File: src/rtl/ordered_value_list_defines.svh
// Assertion macros shared by the ordered value list RTL.
// Depends on nothing; files that check themselves include it by name.
`ifndef ORDERED_VALUE_LIST_DEFINES_SVH
`define ORDERED_VALUE_LIST_DEFINES_SVH

// A property that must hold at every clock edge outside reset.
`define OVL_CHECK(name, prop) \
  name: assert property (@(posedge clk) disable iff (rst) (prop)) \
    else $error("ordered_value_list check failed");

// When the antecedent holds, the consequent must hold in the same cycle.
`define OVL_IMPLY(name, cond, expr) \
  name: assert property (@(posedge clk) disable iff (rst) (cond) |-> (expr)) \
    else $error("ordered_value_list implication failed");

`endif

File: src/rtl/ovl_pkg.sv
// Shared types and codes for the ordered value list.
// Depends on nothing; used by every module of the block.
package ovl_pkg;

  // Fixed widths of the transaction fields.
  localparam int KIND_BITS  = 2;
  localparam int FIELD_BITS = 32;
  localparam int LEN_BITS   = 5;

  // Default sizes for the top-level parameters.
  localparam int DEF_DEPTH      = 16;
  localparam int DEF_VALUE_BITS = 32;

  // Operation codes.
  localparam logic [KIND_BITS-1:0] KIND_INSERT = 2'd0;
  localparam logic [KIND_BITS-1:0] KIND_FIND   = 2'd1;
  localparam logic [KIND_BITS-1:0] KIND_UPDATE = 2'd2;
  localparam logic [KIND_BITS-1:0] KIND_REMOVE = 2'd3;

  // Token modes that travel down the cell chain.
  typedef logic [1:0] mode_t;
  localparam mode_t MODE_IDLE   = 2'd0;
  localparam mode_t MODE_SEARCH = 2'd1;
  localparam mode_t MODE_SHIFT  = 2'd2;

  // Status that one cell reports to the control logic.
  typedef struct packed {
    logic act;  // the token sits in this cell
    logic hit;  // the operation matched or stored here
    logic fin;  // the token ends here
  } cell_flags_t;

  // One result transaction.
  typedef struct packed {
    logic                hit;
    logic                overflow;
    logic [LEN_BITS-1:0] length;
  } result_t;

endpackage

File: src/rtl/ordered_value_list.sv
// Top level of the ordered value list: a chain of list cells plus control.
// Depends on ovl_pkg, ovl_cell, ovl_outbuf and the assertion macro header.
//
//   channel   direction  handshake                   payload
//   item      in         item_valid / item_stall     kind, key, new_value
//   result    out        result_valid / result_stall hit, overflow, length
//
// A search token walks the cell chain one cell per cycle; each cycle the
// cell holding it compares, stores or shifts. An item keeps the chain busy
// while its token visits the cells, and its result is pushed into the
// output buffer in the cycle the token stops. The next item waits until busy
// has cleared. Synchronous reset empties the list at once.
// A stalled result waits in the output register; one more result can wait
// behind it, and items are held off while busy or while that second slot is full.
`include "ordered_value_list_defines.svh"
module ordered_value_list import ovl_pkg::*; #(
  parameter int DEPTH      = DEF_DEPTH,
  parameter int VALUE_BITS = DEF_VALUE_BITS
) (
  input  logic                        clk,
  input  logic                        rst,
  input  logic                        item_valid,
  output logic                        item_stall,
  input  logic [KIND_BITS-1:0]        kind,
  input  logic signed [FIELD_BITS-1:0] key,
  input  logic signed [FIELD_BITS-1:0] new_value,
  output logic                        result_valid,
  input  logic                        result_stall,
  output logic                        hit,
  output logic                        overflow,
  output logic [LEN_BITS-1:0]         length
);

  localparam int CNT_BITS = $clog2(DEPTH + 1);

  logic                  accept;
  logic                  busy;
  logic                  hit_seen;
  logic [CNT_BITS-1:0]   count;
  logic [CNT_BITS-1:0]   count_next;
  logic [KIND_BITS-1:0]  cmd_kind;
  logic [VALUE_BITS-1:0] cmd_key;
  logic [VALUE_BITS-1:0] cmd_nv;
  logic [VALUE_BITS-1:0] key_v;
  logic [VALUE_BITS-1:0] nv_v;
  logic                  buf_full;
  logic                  hit_now;
  logic                  fin_now;
  logic                  hit_total;
  result_t               res;
  result_t               out_res;

  logic [VALUE_BITS-1:0] val_arr  [DEPTH];
  logic [DEPTH-1:0]      used_vec;
  mode_t                 tok_arr  [DEPTH];
  cell_flags_t           flag_arr [DEPTH];
  logic [DEPTH-1:0]      act_vec;
  logic [DEPTH-1:0]      hit_vec;
  logic [DEPTH-1:0]      fin_vec;

  assign item_stall = busy || buf_full;
  assign accept     = item_valid && !item_stall;

  // Sign-extend or cut the 32-bit fields to the stored value width.
  if (VALUE_BITS <= FIELD_BITS) begin : g_cut
    assign key_v = key[VALUE_BITS-1:0];
    assign nv_v  = new_value[VALUE_BITS-1:0];
  end else begin : g_ext
    assign key_v = {{(VALUE_BITS-FIELD_BITS){key[FIELD_BITS-1]}}, key};
    assign nv_v  = {{(VALUE_BITS-FIELD_BITS){new_value[FIELD_BITS-1]}}, new_value};
  end

  // The transaction is held for the cells while its token walks.
  always_ff @(posedge clk) begin
    if (accept) begin
      cmd_kind <= kind;
      cmd_key  <= key_v;
      cmd_nv   <= nv_v;
    end
  end

  // The chain of list cells; the last one sees an empty neighbor.
  for (genvar i = 0; i < DEPTH; i++) begin : g_cell
    mode_t                 tok_in;
    logic [VALUE_BITS-1:0] nbr_value;
    logic                  nbr_used;

    if (i == 0) begin : g_head
      assign tok_in = accept ? MODE_SEARCH : MODE_IDLE;
    end else begin : g_body
      assign tok_in = tok_arr[i-1];
    end

    if (i == DEPTH - 1) begin : g_tail
      assign nbr_value = '0;
      assign nbr_used  = 1'b0;
    end else begin : g_link
      assign nbr_value = val_arr[i+1];
      assign nbr_used  = used_vec[i+1];
    end

    ovl_cell #(
      .VALUE_BITS(VALUE_BITS)
    ) u_cell (
      .clk      (clk),
      .rst      (rst),
      .kind     (cmd_kind),
      .key      (cmd_key),
      .new_value(cmd_nv),
      .tok_in   (tok_in),
      .nbr_value(nbr_value),
      .nbr_used (nbr_used),
      .value    (val_arr[i]),
      .used     (used_vec[i]),
      .tok_out  (tok_arr[i]),
      .flags    (flag_arr[i])
    );

    assign act_vec[i] = flag_arr[i].act;
    assign hit_vec[i] = flag_arr[i].hit;
    assign fin_vec[i] = flag_arr[i].fin;
  end

  // A token that leaves the last cell found no match and no free slot.
  assign hit_now   = |hit_vec;
  assign fin_now   = (|fin_vec) || (tok_arr[DEPTH-1] != MODE_IDLE);
  assign hit_total = hit_seen || hit_now;

  // Entry count after the finishing transaction.
  always_comb begin
    count_next = count;
    if (fin_now && hit_total) begin
      case (cmd_kind)
        KIND_INSERT: count_next = count + CNT_BITS'(1);
        KIND_REMOVE: count_next = count - CNT_BITS'(1);
        default:     count_next = count;
      endcase
    end
  end

  // Busy from acceptance until the token stops.
  always_ff @(posedge clk) begin
    if (rst) begin
      busy     <= 1'b0;
      hit_seen <= 1'b0;
      count    <= '0;
    end else begin
      count <= count_next;
      if (accept) begin
        busy     <= 1'b1;
        hit_seen <= 1'b0;
      end else if (fin_now) begin
        busy     <= 1'b0;
        hit_seen <= 1'b0;
      end else if (hit_now) begin
        hit_seen <= 1'b1;
      end
    end
  end

  // Result of the finishing transaction.
  always_comb begin
    res.hit      = hit_total;
    res.overflow = (cmd_kind == KIND_INSERT) && !hit_total;
    res.length   = LEN_BITS'(count_next);
  end

  ovl_outbuf u_outbuf (
    .clk      (clk),
    .rst      (rst),
    .push     (fin_now),
    .push_data(res),
    .full     (buf_full),
    .out_valid(result_valid),
    .out_stall(result_stall),
    .out_data (out_res)
  );

  assign hit      = out_res.hit;
  assign overflow = out_res.overflow;
  assign length   = out_res.length;

  // Only one token is ever in the chain.
  `OVL_CHECK(a_one_token, $onehot0(act_vec))
  // The chain holds a token exactly while a transaction is in progress.
  `OVL_CHECK(a_busy_token, busy == (|act_vec))
  // The entry count never passes the list size.
  `OVL_CHECK(a_count_bound, count <= CNT_BITS'(DEPTH))

endmodule

File: src/rtl/ovl_cell.sv
// One list slot: a stored value, its used bit and the token register.
// Depends on ovl_pkg for operation codes, token modes and the flag struct.
module ovl_cell import ovl_pkg::*; #(
  parameter int VALUE_BITS = DEF_VALUE_BITS
) (
  input  logic                 clk,
  input  logic                 rst,
  input  logic [KIND_BITS-1:0] kind,
  input  logic [VALUE_BITS-1:0] key,
  input  logic [VALUE_BITS-1:0] new_value,
  input  mode_t                tok_in,
  input  logic [VALUE_BITS-1:0] nbr_value,
  input  logic                 nbr_used,
  output logic [VALUE_BITS-1:0] value,
  output logic                 used,
  output mode_t                tok_out,
  output cell_flags_t          flags
);

  mode_t                 tok;
  logic [VALUE_BITS-1:0] value_next;
  logic                  used_next;
  logic                  match;

  // The token register takes the token that the previous cell passes on.
  always_ff @(posedge clk) begin
    if (rst) begin
      tok  <= MODE_IDLE;
      used <= 1'b0;
    end else begin
      tok  <= tok_in;
      used <= used_next;
    end
  end

  // Stored value needs no reset; unused slots are never compared.
  always_ff @(posedge clk) begin
    value <= value_next;
  end

  assign match = used && (value == key);

  // Act on the token: search for a match, store, or pull from the neighbor.
  always_comb begin
    value_next = value;
    used_next  = used;
    tok_out    = MODE_IDLE;
    flags      = '0;
    flags.act  = (tok != MODE_IDLE);
    case (tok)
      MODE_SEARCH: begin
        case (kind)
          KIND_INSERT: begin
            if (!used) begin
              value_next = key;
              used_next  = 1'b1;
              flags.hit  = 1'b1;
              flags.fin  = 1'b1;
            end else begin
              tok_out = MODE_SEARCH;
            end
          end
          KIND_FIND: begin
            if (match) begin
              flags.hit = 1'b1;
              flags.fin = 1'b1;
            end else if (!used) begin
              flags.fin = 1'b1;
            end else begin
              tok_out = MODE_SEARCH;
            end
          end
          KIND_UPDATE: begin
            if (match) begin
              value_next = new_value;
              flags.hit  = 1'b1;
              flags.fin  = 1'b1;
            end else if (!used) begin
              flags.fin = 1'b1;
            end else begin
              tok_out = MODE_SEARCH;
            end
          end
          KIND_REMOVE: begin
            if (match) begin
              // The matched slot takes its neighbor's entry and starts the shift.
              flags.hit  = 1'b1;
              value_next = nbr_value;
              used_next  = nbr_used;
              if (nbr_used) begin
                tok_out = MODE_SHIFT;
              end else begin
                flags.fin = 1'b1;
              end
            end else if (!used) begin
              flags.fin = 1'b1;
            end else begin
              tok_out = MODE_SEARCH;
            end
          end
          default: begin
            flags.fin = 1'b1;
          end
        endcase
      end
      MODE_SHIFT: begin
        // Close the gap left by a removal, one slot per cycle.
        value_next = nbr_value;
        used_next  = nbr_used;
        if (nbr_used) begin
          tok_out = MODE_SHIFT;
        end else begin
          flags.fin = 1'b1;
        end
      end
      default: begin
      end
    endcase
  end

endmodule

File: src/rtl/ovl_outbuf.sv
// Two-entry result buffer: an output register and one pending slot behind it.
// Depends on ovl_pkg for the result struct and on the assertion macro header.
`include "ordered_value_list_defines.svh"
module ovl_outbuf import ovl_pkg::*; (
  input  logic    clk,
  input  logic    rst,
  input  logic    push,
  input  result_t push_data,
  output logic    full,
  output logic    out_valid,
  input  logic    out_stall,
  output result_t out_data
);

  logic    pend_valid;
  result_t pend_data;
  logic    pop;
  logic    out_take;

  assign pop      = out_valid && !out_stall;
  assign out_take = !out_valid || pop;
  assign full     = pend_valid;

  // Control bits of both slots.
  always_ff @(posedge clk) begin
    if (rst) begin
      out_valid  <= 1'b0;
      pend_valid <= 1'b0;
    end else if (out_take) begin
      out_valid  <= pend_valid || push;
      pend_valid <= pend_valid && push;
    end else if (push) begin
      pend_valid <= 1'b1;
    end
  end

  // Payload moves forward whenever the output register frees up.
  always_ff @(posedge clk) begin
    if (out_take) begin
      if (pend_valid) begin
        out_data <= pend_data;
        if (push) begin
          pend_data <= push_data;
        end
      end else if (push) begin
        out_data <= push_data;
      end
    end else if (push) begin
      pend_data <= push_data;
    end
  end

  // A new result never lands on an occupied pending slot.
  `OVL_IMPLY(a_no_overrun, push, !pend_valid)
  // The pending slot only fills behind a held output register.
  `OVL_IMPLY(a_pend_behind, pend_valid, out_valid)
  // The pending slot fills only when the output was stalled.
  `OVL_IMPLY(a_fill_cause, $rose(pend_valid), $past(out_valid && out_stall))

endmodule
File: config.mk
export PLATFORM = sky130hd
export DESIGN_NAME = ordered_value_list
export DESIGN_NICKNAME = d
export VERILOG_FILES = /design/src/rtl/ovl_pkg.sv /design/src/rtl/ordered_value_list.sv /design/src/rtl/ovl_cell.sv /design/src/rtl/ovl_outbuf.sv
export VERILOG_INCLUDE_DIRS = /design/src /design/src/rtl
export SDC_FILE = /design/constraint.sdc
export NUM_CORES = 2
export LEC_CHECK = 0
export BUFFER_PORTS_ARGS = -buffer_cell sky130_fd_sc_hd__buf_2
export CAP_MARGIN = 5
export CORE_ASPECT_RATIO = 1.2
export CORE_UTILIZATION = 24
export CTS_CLUSTER_DIAMETER = 100
export DETAILED_ROUTE_END_ITERATION = 16
export HOLD_SLACK_MARGIN = 0.1
export PLACE_DENSITY_LB_ADDON = 0.08
export SLEW_MARGIN = 15
export SYNTH_ARGS = -nofsm -noshare
export SYNTH_HDL_FRONTEND = slang
export SYNTH_HIERARCHICAL = 1
export SYNTH_SLANG_ARGS = --single-unit
File: constraint.sdc
create_clock -name clk -period 8.6 [get_ports clk]
set_input_delay 0.86 -clock clk [delete_from_list [all_inputs] [get_ports clk]]
set_output_delay 0.86 -clock clk [all_outputs]
set_load 0.03 [all_outputs]
After elaboration in Yosys (flattened, before gate mapping)
Index checks and enable logic that the tools add are counted.
{ "op_classes": {"add_sub_neg": 2, "n_eq_ne": 132, "n_mux": 361, "n_reduce_logical": 89} }
{ "ops": {"columns": ["op", "count"], "rows": [
  ["two-way mux 32 bit", 48],
  ["case mux 32 bit (3 select lines)", 16],
  ["case mux 32 bit (2 select lines)", 16],
  ["equality test 32 bit", 16],
  ["case mux 2 bit (3 select lines)", 30],
  ["two-way mux 1 bit", 121],
  ["two-way mux 2 bit", 58],
  ["!= test 3 x 2 -> 1 bit, second input constant", 32],
  ["!= test 3 bit, second input constant", 32],
  ["case mux 1 bit (2 select lines)", 48],
  ["AND reduction 5 bit", 16],
  ["case mux 2 bit (2 select lines)", 17],
  ["!= test 4 bit, second input constant", 16],
  ["AND reduction 3 bit", 16],
  ["nonzero test 2 bit", 20],
  ["equality test 2 bit, second input constant", 18],
  ["two-way mux 7 bit", 5],
  ["equality test 2 x 1 -> 1 bit, second input constant", 17],
  ["OR reduction 16 bit", 2],
  ["logical AND 1 bit", 21],
  ["case mux 5 bit (2 select lines)", 1],
  ["OR reduction 3 bit", 2],
  ["adder 5 x 1 -> 5 bit, second input constant", 1],
  ["logical OR 1 bit", 5],
  ["other kinds (7)", 10]
]} }
{ "word_totals": {"ff_bits": 649, "in_bits": 70, "output_inout_bits": 9, "word_cells": 646} }

Depth between registers and ports, before layout
{ "depth": {"depth_word": 12, "mapped_depth": 13, "depth_no_buf": 12} }

By module
The synthesis kept the hierarchy.
{ "by_module_without_submodules": {"columns": ["module", "n_inst", "cells_each", "area_per_inst_um2", "seq_area_each_um2"], "rows": [
  ["ovl_cell at g_cell[15].u_cell ...", 9, 239, 2258.4, 1021.0],
  ["ovl_cell at g_cell[0].u_cell ...", 6, 238, 2263.4, 1021.0],
  ["ordered_value_list", 1, 143, 2608.8, 2122.0],
  ["ovl_cell at g_cell[9].u_cell", 1, 239, 2267.2, 1021.0],
  ["ovl_outbuf", 1, 34, 628.1, 460.4]
]} }

Worst setup path after synthesis
OpenSTA, ideal clock, no wires.
{ "synth_path": {"path_kind": "register -> register", "start": "register cmd_kind[1]", "end": "register g_cell[0].u_cell.value[0] (enable)", "setup_time_ns": 0.442, "t_arrival_ns": 3.880, "path_slack_ns": 4.278, "stages_incl_launch_ff": 6, "path_buffers": 2, "period_less_slack_ns": 4.322, "path_cell_list": "edfxtp_1 ha_1 clkbuf_1 nor2_1 clkbuf_1 o41ai_2"} }
{ "synth_via": {"elab_chain_len": 3, "elab_cells_between_ends": 8, "classes_between": "6 x eq/ne; 2 x reduce/logical"} }
{ "synth_rtl": {"columns": ["item", "line", "rtl"], "rows": [
  ["from (decl)", "ordered_value_list.sv:41", "logic [KIND_BITS-1:0] cmd_kind;"],
  ["from (signal assigned)", "ordered_value_list.sv:76", "cmd_kind <= kind;"],
  ["equality test 2 bit / logical NOT 2 bit (equally long branches)", "ovl_cell.sv:52", "case (kind)"],
  ["!= test 4 bit (no source line), or another cell as far along", null, null],
  ["AND reduction 5 bit (no source line) *", null, null],
  ["to (signal assigned)", "ovl_cell.sv:38", "value <= value_next;"],
  ["to (decl)", "ovl_cell.sv:14", "output logic [VALUE_BITS-1:0] value,"]
]} }
Every way passes the cells marked *; elsewhere a longest branch is shown, timed or not.
A chain may end at the register's enable or synchronous reset.

==> metrics.md <==
| Metric | Value |
|---|---|
| Outcome | finished, final reports clean |
| Crit path launch type | flop |
| Slowest stage delay, CP | 0.84 ns |
| WHS Path Cells | 1 |
| Fin nets | 4,195 |
| Share of post-route cells with drive strength above 1 | 0.0961 |
| Crit path cell chain | buf_4 -> xor2_1 -> nor4_1 -> nand4_1 -> o21ai_0 -> a21oi_1 -> nor4_1 -> nand3_1 -> nor4_4 -> nor3_1 -> mux2_2 -> mux2_4 |
| Critical Path Slowest Stage Cell | edfxtp_1 |
| Num CTS Buffers | 85 |
| Placed Cells | 6,070 |
| Period minus WS final | 5.07 ns |
| RSZ-0062 raised after global routing | no |
| Cell depth of the worst flop-to-flop path | 12 |
| Root buf cell | clkbuf_16 |
| Sw Pwr | 2.36 mW |
| Register area | 18,900 sq um |
| Post-CTS Hold Fix Bufs | 0 |
| Final core utilization | 0.279 |
| Final Slew Violations | 0 |
| R2R setup slack | 3.53 ns |
| Critical path class | reg -> reg |
| Initial antenna violation count | 3 |
| Crit path required time | 9.03 ns |
| Initial DRT Pass Iterations | 6 |
| Most frequent cells in the layout | edfxtp_1, nand2_1, o21ai_0, xor2_1, a22oi_1 |
| Initial drt markers | 2,936 |
| Power Total | 8.28 mW |
| Sequential power share | 0.433 |
| Final Non-Filler Cells | 6,223 |
| Mean area per synthesized cell | 9.89 sq um |
| Setup TNS | 0 ns |
| Max Cap Viol | 0 |
| Overall routing resource usage | 0.196 |
| FILL cells | 17,180 |
| Core area | 163,000 sq um |
| Routed WL | 164 mm |
| Post-Syn Instances | 3,979 |
| Slew margin rel. | 0.154 |
| Final hold vios | 0 |
| First-pass GRT wire length | 240 mm |
| Worst-path clk slew | 0.06 ns |
| Clk_skew | 0.0312 ns |
| Int Pwr | 5.92 mW |
| Final worst path period share | 0.589 |
| Commonest non-fill, non-tap cell in the layout | edfxtp_1 |
| Leak | 15.7 nW |
| Number of gates resized after CTS | 0 |
| Yosys warns | 6 |
| TritonCTS clock tree | built |
| Synth-to-layout area growth | 15.1% |
| Clock power frac | 0.433 |
| Hold Path Class | in -> reg |
| Die Wd | 372 um |
| PD cells | 183 nW/um^2 |
| Rows | 162 |
| Gr ovfl total | 0 |
| Crit-path max FO | 13 |
| F_max | 0.197 GHz |
| I/O pin count | 79 |
| Die area | 166,000 sq um |
| Clock sink total | 649 |
| Detailed-route via count | 32,240 |
| H-Tree Depth | 3 |
| Largest net degree at the start of global routing | 65 |
| Tightest Pin Transition | 1.27 ns |
| Die H | 446 um |
| Max rail drop VDD | 0.142 mV |
| HPWL after DPL | 107 mm |
| Final setup viols | 0 |
| Post-Synthesis Cell Area | 39,400 sq um |
| Vias in the first global route | 32,999 |
| Insertion delay to the later sink of the worst-skew pair | 0.70 ns |
| WL/cell | 26.4 um |
| Starting Density | 0.242 |
| Sw frac | 0.285 |
| Avg Vias per Cell | 5.18 |
| Cell repeated most along the worst path | nor4_1 |
| Crit path DAT | 5.49 ns |
| Drt drc | 0 |
| Placer Congestion | 0.789 |
| Power share of the combinational group | 0.133 |
| Clock Tree Buf Depth | 3 |
| Crit. End Element | flop |
| Buffers added on ports | 78 |
| Post-CTS setup buffer count | 0 |
| Antenna violation net count after detailed routing | 0 |
| Multi-input logic area | 19,200 sq um |
routing by layer:
| metal | wire length, um | global-route usage | part of all wire |
|---|---|---|---|
| met5 | 0 | 0 | 0 |
| met4 | 3810 | 0.0567 | 0.023 |
| met3 | 7490 | 0.0237 | 0.046 |
| met2 | 78500 | 0.325 | 0.48 |
| met1 | 74400 | 0.265 | 0.45 |
flip-flops by register name (all words and copies together) (netlist names):
register / flops
busy: 1
count: 5
u_outbuf/out_valid: 1
g_cell.u_cell/tok: 32
g_cell.u_cell/value: 512
u_outbuf/pend_data: 7
cmd_nv: 32
u_outbuf/full: 1
cmd_key: 32
cmd_kind: 2
u_outbuf/out_data: 7
g_cell.u_cell/used: 16
hit_seen: 1
metrics by stage:
stage	instance area (sq um)	setup slack, ns	hold slack, ns
finish	45300	3.53	0.338
global route	45300	3.27	0.304
CTS	45300	3.59	0.265
detailed placement	42600	3.64	0.496
global placement	42600	3.66	0.507
floorplan	39500	4.28	0.449
power by group through the flow:
stage	registers (mW)	logic, mW	clock network [mW]
floorplan	3.73	0.580	0
global placement	3.66	1.10	0
detailed placement	3.66	1.10	0
CTS	3.59	1.10	3.72
global route	3.59	1.21	3.82
finish	3.59	1.11	3.59
worst max-delay path: cells and delay by family, from the launching register on:
family	cells	cell delay, ns
multiplexers	2	0.60
buffers and inverters	1	0.39
AO/OA/AOI/OAI	2	0.46
flip-flops	1	0.84
AND/OR/NAND/NOR	6	2.37
XOR/XNOR	1	0.12
final timing paths:
path,start,end
setup reg to reg,cmd_key[10],u_outbuf/out_data[1]
hold / removal,new_value[10],cmd_nv[10]
setup / recovery,cmd_key[10],u_outbuf/out_data[1]
hold reg to reg,busy,busy
cell type report:
class	count	share of cell area
diodes	1	0.0000553
clock buffers	113	0.0528
clock inverters	39	0.00674
inverters	101	0.00837
multi-input cells	2978	0.424
flip-flops and latches	649	0.418
well taps	2132	0.0589
repair buffers	210	0.0308
Note: power is estimated with default switching activity, not from simulation.
